## src/sv/tie_pkg.sv

```systemverilog
package tie_pkg;

   localparam int CELLS_PER_DIM_DEF = 2;
   localparam int NUM_FUNCS_DEF     = 4;
   localparam int AXES              = 4;
   localparam int NMONO             = 256;
   localparam int MONO_W            = 8;
   localparam int STORE_DEPTH       = 16384;
   localparam int ADDR_W            = 14;
   localparam int COEF_W            = 32;
   localparam int COORD_W           = 32;
   localparam int INV_W             = 31;
   localparam int VALUE_W           = 40;
   localparam int FUNC_W            = 3;
   localparam int FIDX_OUT_W        = 2;
   localparam int CELL_W            = 3;
   localparam int CELLNO_W          = 4 * CELL_W;
   localparam int FRAC_W            = 16;
   localparam int PW_W              = 17;
   localparam int ACC_W             = 58;
   localparam int Q_DEPTH           = 2;
   localparam int CSR_ADDR_W        = 5;
   localparam int CSR_DATA_W        = 32;

   localparam logic CMD_LOAD = 1'b0;
   localparam logic CMD_EVAL = 1'b1;

   localparam logic [2:0] REG_ORIGIN_1   = 3'd0;
   localparam logic [2:0] REG_ORIGIN_2   = 3'd1;
   localparam logic [2:0] REG_ORIGIN_3   = 3'd2;
   localparam logic [2:0] REG_ORIGIN_4   = 3'd3;
   localparam logic [2:0] REG_INV_STEP_1 = 3'd4;
   localparam logic [2:0] REG_INV_STEP_2 = 3'd5;
   localparam logic [2:0] REG_INV_STEP_3 = 3'd6;
   localparam logic [2:0] REG_INV_STEP_4 = 3'd7;

   localparam logic [INV_W-1:0] INV_STEP_RESET = 31'd65536;

   typedef struct packed {
      logic                           command;
      logic [ADDR_W-1:0]              coef_address;
      logic [COEF_W-1:0]              coef_value;
      logic [AXES-1:0][COORD_W-1:0]   coord;
   } entry_type;

   typedef struct packed {
      logic [AXES-1:0][COORD_W-1:0]   origin;
      logic [AXES-1:0][INV_W-1:0]     inv_step;
   } cfg_type;

endpackage

```

## src/sv/tie_front.sv

```systemverilog
module tie_front (
   input  logic                              clock,
   input  logic                              reset,
   input  logic                              req_valid,
   output logic                              req_ready,
   input  logic                              req_command,
   input  logic [tie_pkg::ADDR_W-1:0]        req_coef_address,
   input  logic signed [tie_pkg::COEF_W-1:0] req_coef_value,
   input  logic signed [tie_pkg::COORD_W-1:0] req_coord_1,
   input  logic signed [tie_pkg::COORD_W-1:0] req_coord_2,
   input  logic signed [tie_pkg::COORD_W-1:0] req_coord_3,
   input  logic signed [tie_pkg::COORD_W-1:0] req_coord_4,
   output logic                              q_valid,
   input  logic                              q_ready,
   output tie_pkg::entry_type                q_entry
);

   localparam int PTR_W = $clog2(tie_pkg::Q_DEPTH);
   localparam int CNT_W = $clog2(tie_pkg::Q_DEPTH + 1);

   tie_pkg::entry_type buf_ff [tie_pkg::Q_DEPTH];
   tie_pkg::entry_type word_in;
   logic [PTR_W-1:0] wr_ptr_ff, wr_ptr_in, rd_ptr_ff, rd_ptr_in;
   logic [CNT_W-1:0] cnt_ff, cnt_in;
   logic push, pop;

   assign req_ready = (cnt_ff != CNT_W'(tie_pkg::Q_DEPTH));
   assign q_valid   = (cnt_ff != '0);
   assign q_entry   = buf_ff[rd_ptr_ff];
   assign push      = req_valid && req_ready;
   assign pop       = q_valid && q_ready;

   // loads carry no coordinates
   always_comb begin
      word_in              = '0;
      word_in.command      = req_command;
      word_in.coef_address = req_coef_address;
      word_in.coef_value   = req_coef_value;
      if (req_command == tie_pkg::CMD_EVAL) begin
         word_in.coord[0] = req_coord_1;
         word_in.coord[1] = req_coord_2;
         word_in.coord[2] = req_coord_3;
         word_in.coord[3] = req_coord_4;
      end
   end

   always_comb begin
      wr_ptr_in = push ? wr_ptr_ff + 1'b1 : wr_ptr_ff;
      rd_ptr_in = pop  ? rd_ptr_ff + 1'b1 : rd_ptr_ff;
      cnt_in    = cnt_ff + CNT_W'(push) - CNT_W'(pop);
   end

   always_ff @(posedge clock) begin
      if (reset) begin
         wr_ptr_ff <= '0;
         rd_ptr_ff <= '0;
         cnt_ff    <= '0;
      end else begin
         wr_ptr_ff <= wr_ptr_in;
         rd_ptr_ff <= rd_ptr_in;
         cnt_ff    <= cnt_in;
      end
   end

   always_ff @(posedge clock) begin
      if (push) begin
         buf_ff[wr_ptr_ff] <= word_in;
      end
   end

endmodule

```

## config.mk

```make
export PLATFORM = sky130hd
export DESIGN_NAME = tie_front
export DESIGN_NICKNAME = d
export VERILOG_FILES = /design/src/sv/tie_pkg.sv /design/src/sv/tie_front.sv
export SDC_FILE = /design/constraint.sdc
export NUM_CORES = 1
export LEC_CHECK = 0
export ABC_AREA = 1
export BUFFER_PORTS_ARGS = -buffer_cell sky130_fd_sc_hd__buf_2
export CORE_MARGIN = 2
export CORE_UTILIZATION = 45
export DETAILED_ROUTE_END_ITERATION = 8
export HOLD_SLACK_MARGIN = 0.03
export PLACE_DENSITY = 0.8
export RECOVER_POWER = 50
export SYNTH_ARGS = -nofsm -noshare
export SYNTH_HDL_FRONTEND = slang
export SYNTH_SLANG_ARGS = --single-unit
```

## constraint.sdc

```tcl
create_clock -name clock -period 21.3 [get_ports clock]
set_clock_uncertainty 0.05 [all_clocks]
set_input_delay 4.26 -clock clock [delete_from_list [all_inputs] [get_ports clock]]
set_output_delay 4.26 -clock clock [all_outputs]
set_load 0.02 [all_outputs]
```

==> summary.md, run 1 <==
| Metric | Value |
|---|---|
| CP Class | in -> reg |
| Global-route usage over all layers | 16.6% |
| Worst Slack Setup Final | 12.37 ns |
| Syn Inst Count | 850 |
| Final nets | 1,399 |
| Critical Path, Cell by Cell | clkbuf_1, clkbuf_1, nand2_1, inv_1 |
| FF+latch count, synth | 355 |
| RSZ-0062 raised after global routing | false |
| FMAX | 112 MHz |
| Layout area overhead | 22.6% |
| Post-synthesis average cell area | 16.4 sq um |
| Worst skew pair latency | 0.50 ns |
| Port Buffer Count | 355 |
| First-iteration detailed-routing DRC count | 493 |
| Leakage | 7.31 nW |
| First-pass GRT wire length | 42.8 mm |
| Crit path from | req_command |
| Post-CTS Setup Inserts | 0 |
| Die area | 32,400 sq um |
| Largest net degree at the start of global routing | 79 |
| Die W | 180 um |
| PD cells | 120 nW/um^2 |
| Period utilization | 41.9% |
| MaxCap Viol Count | 6 |
| GP Congestion | 0.747 |
| Hold-fix buffers at CTS | 0 |
| Buffers & Inverters on Critical Path | 3 |
| Setup slack, reg-to-reg | 16.44 ns |
| Startpoint types | input pin |
| CP required | 21.58 ns |
| Root buffer cell | clkbuf_16 |
| HP Class | reg -> reg |
| Die Height | 180 um |
| Hold Path Origin | rd_ptr_ff |
| Worst vdd ir | 0.0881 mV |
| Row cnt | 64 |
| Starting density of the core | 45.7% |
| Compound-cell area share of the yosys netlist | 0.0718% |
| Final Setup Violations | 0 |
| Slew margin rel. | -114% |
| Routed vias | 7,857 |
| Antenna-violating nets left | 0 |
| Crit-path slowest cell | clkbuf_1 |
| Reg clk slew, reported paths | 0.06 ns |
| Syn nets | 1,030 |
| Mapped Area | 13,900 sq um |
| Detailed placement HPWL | 18.2 mm |
| Hold Slack | 0.451 ns |
| Critical path arrival | 9.21 ns |
| CTS buffer count | 36 |
| CP top delay family | buffers and inverters |
| Post_cts resized | 0 |
| Routed WL per cell | 16.8 um |
| Vias in the first global route | 8,056 |
| Worst-Margin Slew | 3.21 ns |
| Outcome | finished, violations left |
| Mux contribution to synthesized area | 14.1% |
| Drt pass-1 iters | 5 |
| Share of cells above drive strength 1 | 44.5% |
| Drt drc | 0 |
| Final hold vios | 0 |
| Setup crit end kind | register |
| Synth Area in XOR/XNOR | 0.0628% |
| Largest family of logic cells by synthesized area | multiplexers |
| # clock sinks | 355 |
| Min Tclk post-route | 8.93 ns |
| Crit path max fanout | 67 |
| Yosys warnings | 0 |
| Failing checks | max-capacitance violations, max-slew violations |
| DP Worst Slack | 14.43 ns |
| Synth Area in Simple Gates | 3.98% |
| # IOs | 356 |
| Adder-Cell Fraction of Synth Area | 0.0898% |
| CTS tree | built |
| Worst stage delay on the critical path | 2.21 ns |
| Max-slew violations | 250 |
| Initial antenna violation count | 3 |
| Synth cell types | 15 |
| # H-tree levels | 2 |
| Global route overflow | 0 |
| Setup TNS | 0 ns |
| Routed wire length | 27.5 mm |
| Max Root-Sink Buffers | 3 |
| Core ar. | 30,500 sq um |
| Most common cell on crit path | clkbuf_1 |
| Fraction of the yosys area taken by sequential cells | 76.1% |
| Vias per Instance | 4.80 |
| Crit Reg-Reg Startpoint | cnt_ff[0] |
## routing by layer
metal | up-vias | share of wire [%] | global-route usage (%)
li1 | 3694 | - | -
met1 | 3777 | 38 | 19.7
met2 | 329 | 50 | 28.7
met3 | 55 | 9.6 | 5.31
met4 | 2 | 2.4 | 5.37
met5 | - | 0.047 | 0
## cell usage in the layout (no fill, tap or decap), types with 2 or more instances in the layout
master     Yosys  final
a21oi_1        2      2
buf_2         15    324
buf_4          2      6
bufinv_16      0      4
clkbuf_1       1     37
clkbuf_16      0     37
clkinv_1       0      9
clkinv_2       0      4
dfxtp_1        5      4
diode_2        0      3
edfxtp_1     350    350
inv_1        136    136
mux2_2       175    175
nand2_1      136    136
nor2_1         9      9
## metrics by stage
| stage | utilization [%] | area [sq um] | power, W | instances |
|---|---|---|---|---|
| final | 56.0 | 17100 | 0.00205 | 1637 |
| after global routing | 56.0 | 17100 | 0.00214 | 1635 |
| after CTS | 56.2 | 17100 | 0.00207 | 1634 |
| after detailed placement | 52.6 | 16000 | 0.00147 | 1577 |
| after global placement | 52.6 | 16000 | 0.00146 | 1577 |
| after floorplan | - | 13900 | 0.00133 | 850 |
## final timing paths
check	end	depth (start not counted)
setup / recovery	buf_ff[1][63]	4
hold / removal	register	2
setup reg to reg	buf_ff[0][85]	6
hold reg to reg	register	2
## report_power, final
part	switching (W)	internal, W
Combinational	0.000328	0.000198
Sequential	0.0000294	0.000893
Clock	0.000238	0.000361
## worst register-to-register path: stages (launching register included)
cell	delay (ns)
dfxtp_1	0.35
inv_1	0.05
nand2_1	0.09
nand2_1	0.13
nor2_1	1.44
clkbuf_1	1.48
buf_4	0.83
## sequential cells by signal (all words and copies together), names as in the netlist, named ones only
| name | count |
|---|---|
| buf_ff | 350 |
| rd_ptr_ff | 1 |
| cnt_ff | 2 |
| wr_ptr_ff | 1 |
## Yosys cell counts
cell	n	area, sq um
edfxtp_1	350	10500
xnor2_1	1	8.76
buf_2	15	75.1
mux2_2	175	1970
nand3_1	1	5.00
ha_1	1	12.5
buf_4	2	15.0
a21oi_1	2	10.0
clkbuf_1	1	3.75
nor2_1	9	33.8
inv_1	136	510
nor3_1	1	5.00
nand2_1	136	510
buf_6	15	169
dfxtp_1	5	100
## kinds of logic (layout without fill, tap and decap cells)
family,after synthesis,in the layout
AO/OA/AOI/OAI,2,2
XOR/XNOR,1,1
flip-flops,355,355
adder cells (fa/ha/maj),1,1
buffers and inverters,169,557
multiplexers,175,175
other,0,3
AND/OR/NAND/NOR,147,147
## final cells by class
type / count / area (sq um)
Sequential cell: 355 / 10600
Multi-Input combinational cell: 326 / 2560
Clock buffer: 40 / 937
Antenna cell: 3 / 7.51
Fill cell: 2446 / 13400
Clock inverter: 17 / 174
Inverter: 136 / 510
Tap cell: 396 / 495
Timing Repair Buffer: 364 / 1790
Note: power is estimated with default switching activity, not from simulation.
==> run 2, diff against run 1 <==
ABC_AREA = 0   (was 1)
PLACE_DENSITY = 0.83   (was 0.8)
clock period = 7.9 ns   (was 21.3 ns; I/O delays follow)
==> run 2 against run 1 <==
  * The run still ends with max-capacitance violations, max-slew violations left
  * Routed wire length rose by 2.9%
  * Critical endpoint is now buf_ff[0][174]
  * Sequential share of layout area rose by 0.66 points
  * Utilization fell by 0.30 points
  * Synthesized cell count fell by 16%
  * Register-to-register slack got worse by 13 ns
  * Sequential power rose to 2.6 times the previous value
==> summary.md, run 2 <==
| Metric | Value |
|---|---|
| Antenna-violating nets left | 0 |
| GP Congestion | 0.740 |
| RSZ-0062 raised after global routing | false |
| Worst stage delay on the critical path | 2.68 ns |
| Most frequent cells in the layout | edfxtp_1, buf_2, mux2_2, and2_0, clkbuf_16 |
| Critical path arrival | 5.27 ns |
| Starting density of the core | 45.4% |
| Setup slack, reg-to-reg | 3.44 ns |
| Final Setup Violations | 0 |
| Setup crit end kind | register |
| Setup TNS | 0 ns |
| HP Class | reg -> reg |
| Drt drc | 0 |
| CTS buffer count | 37 |
| # IOs | 356 |
| Syn Inst Count | 715 |
| Detailed placement HPWL | 18.4 mm |
| Post-synth ARST share | 0% |
| Initial antenna violation count | 4 |
| FMAX | 180 MHz |
| Root buffer cell | clkbuf_16 |
| Die W | 179 um |
| Worst-Margin Slew | 3.70 ns |
| Critical Path, Cell by Cell | clkbuf_1, clkbuf_1 |
| Global-route usage over all layers | 16.8% |
| Slew margin rel. | -146% |
| Vias per Instance | 4.92 |
| Die area | 32,000 sq um |
| Routed vias | 7,413 |
| Routed WL per cell | 18.8 um |
| Top reg by flops | buf_ff |
| Max-slew violations | 229 |
| Synth top cells by count | edfxtp_1, mux2_2, and2_1 |
| PD cells | 302 nW/um^2 |
| Die Height | 179 um |
| Max Root-Sink Buffers | 3 |
| Dominant synthesized flop cell | edfxtp_1 |
| Final nets | 1,263 |
| Worst skew pair latency | 0.50 ns |
| Period utilization | 70.4% |
| Vias in the first global route | 7,662 |
| Port Buffer Count | 355 |
| DP Worst Slack | 3.86 ns |
| Core ar. | 30,300 sq um |
| Crit-path slowest cell | clkbuf_1 |
| First-iteration detailed-routing DRC count | 432 |
| Drt pass-1 iters | 4 |
| Global route overflow | 0 |
| FF+latch count, synth | 355 |
| Yosys warnings | 0 |
| Layout area overhead | 22.7% |
| Final hold vios | 0 |
| # H-tree levels | 2 |
| MaxCap Viol Count | 3 |
| EDFF count, synth | 350 |
| Synth cell types | 24 |
| Post-CTS Setup Inserts | 0 |
| Max reg flops | 350 |
| First-pass GRT wire length | 41.1 mm |
| Syn nets | 895 |
| Most frequent cell after synthesis | edfxtp_1 |
| Top cell type by total area after synthesis | edfxtp_1 |
| CP top delay family | buffers and inverters |
| Fraction of the yosys area taken by sequential cells | 77.0% |
| CP required | 7.61 ns |
| CP Class | in -> reg |
| Synth top area share | 76.2% |
| Post_cts resized | 0 |
| # clock sinks | 355 |
| Failing checks | max-capacitance violations, max-slew violations |
| Hold-fix buffers at CTS | 0 |
| Routed wire length | 28.3 mm |
| Post-synthesis average cell area | 19.3 sq um |
| Startpoint types | input pin |
| Area occupied by multi-input gates | 2920 sq um |
| Commonest non-fill, non-tap cell in the layout | edfxtp_1 |
| Leakage | 6.27 nW |
| Worst vdd ir | 0.205 mV |
| Min Tclk post-route | 5.56 ns |
| Outcome | finished, violations left |
| Hold Slack | 0.486 ns |
| Buffers & Inverters on Critical Path | 2 |
| CTS tree | built |
| Top post-synthesis cells by area | edfxtp_1, mux2_2, and2_1 |
| Crit path max fanout | 99 |
| Most common cell on crit path | clkbuf_1 |
| Post-layout util | 55.7% |
| Worst Slack Setup Final | 2.34 ns |
| Largest net degree at the start of global routing | 100 |
| Register area | 10,600 sq um |
| Mapped Area | 13,800 sq um |
| Biggest regs | buf_ff (350), cnt_ff (2) |
| Final Power | 0.00510 W |
| Row cnt | 64 |
| Share of cells above drive strength 1 | 50.7% |
| Reg clk slew, reported paths | 0.06 ns |
| Fill cell count | 2,403 |
-- run 2: cell count changes in the layout (fill, tap and decap cells not counted), sizes merged, moves of 2 or more --
cell      delta
nand2      -136
nor2         -4
clkinvlp     +3
a21bo        +2
bufinv       -3
clkinv       +3
nor2b        +3
inv        -136
clkbuf       -2
and2       +128
buf          +5
o21ai        +2
-- run 2: kinds of logic after synthesis --
kind of cell	Yosys count	synth area share (%)
flops	355	77.0
mux	176	14.4
simple gates	141	6.31
buf+inv	34	1.82
compound gates	7	0.372
xor+xnor	1	0.0635
fa+ha+maj	1	0.0908
-- run 2: final timing paths --
check | startpoint | endpoint | depth (start not counted)
hold / removal | rd_ptr_ff | rd_ptr_ff | 2
setup / recovery | req_command | buf_ff[0][174] | 2
hold reg to reg | rd_ptr_ff | rd_ptr_ff | 2
setup reg to reg | cnt_ff[0] | buf_ff[0][35] | 4
-- run 2: worst register-to-register path, stage by stage (launching register included) --
cell and delay (ns):
dfxtp_1 0.37, nand2b_1 0.21, nand3b_1 0.14, clkinvlp_2 2.05
buf_4 1.15
-- run 2: cell type report --
class | count | area share [%]
Clock buffer | 45 | 5.65
Sequential cell | 355 | 62.8
Multi-Input combinational cell | 326 | 17.3
Tap cell | 396 | 2.93
Antenna cell | 3 | 0.0444
Inverter | 1 | 0.0296
Clock inverter | 19 | 0.673
Timing Repair Buffer | 362 | 10.6
-- run 2: power breakdown --
part	leakage, nW	internal, W	switching [W]
logic	2.37	0.000464	0.000698
clock network	0.521	0.000890	0.000664
registers	3.38	0.00231	0.0000779
-- run 2: metal layers --
layer,GRT usage [%],share of wire [%],vias to the layer above
li1,-,-,3452
met1,19.0,37,3591
met2,29.2,50,306
met3,5.96,9.4,60
met4,5.83,3.0,4
met5,0,0.085,-
-- run 2: metrics by stage --
step	cells	instance area (sq um)
3_5_place_dp	1440	15900
4_1_cts	1504	16900
2_1_floorplan	715	13800
5_1_grt	1506	16900
3_3_place_gp	1440	15900
6_report	1507	16900
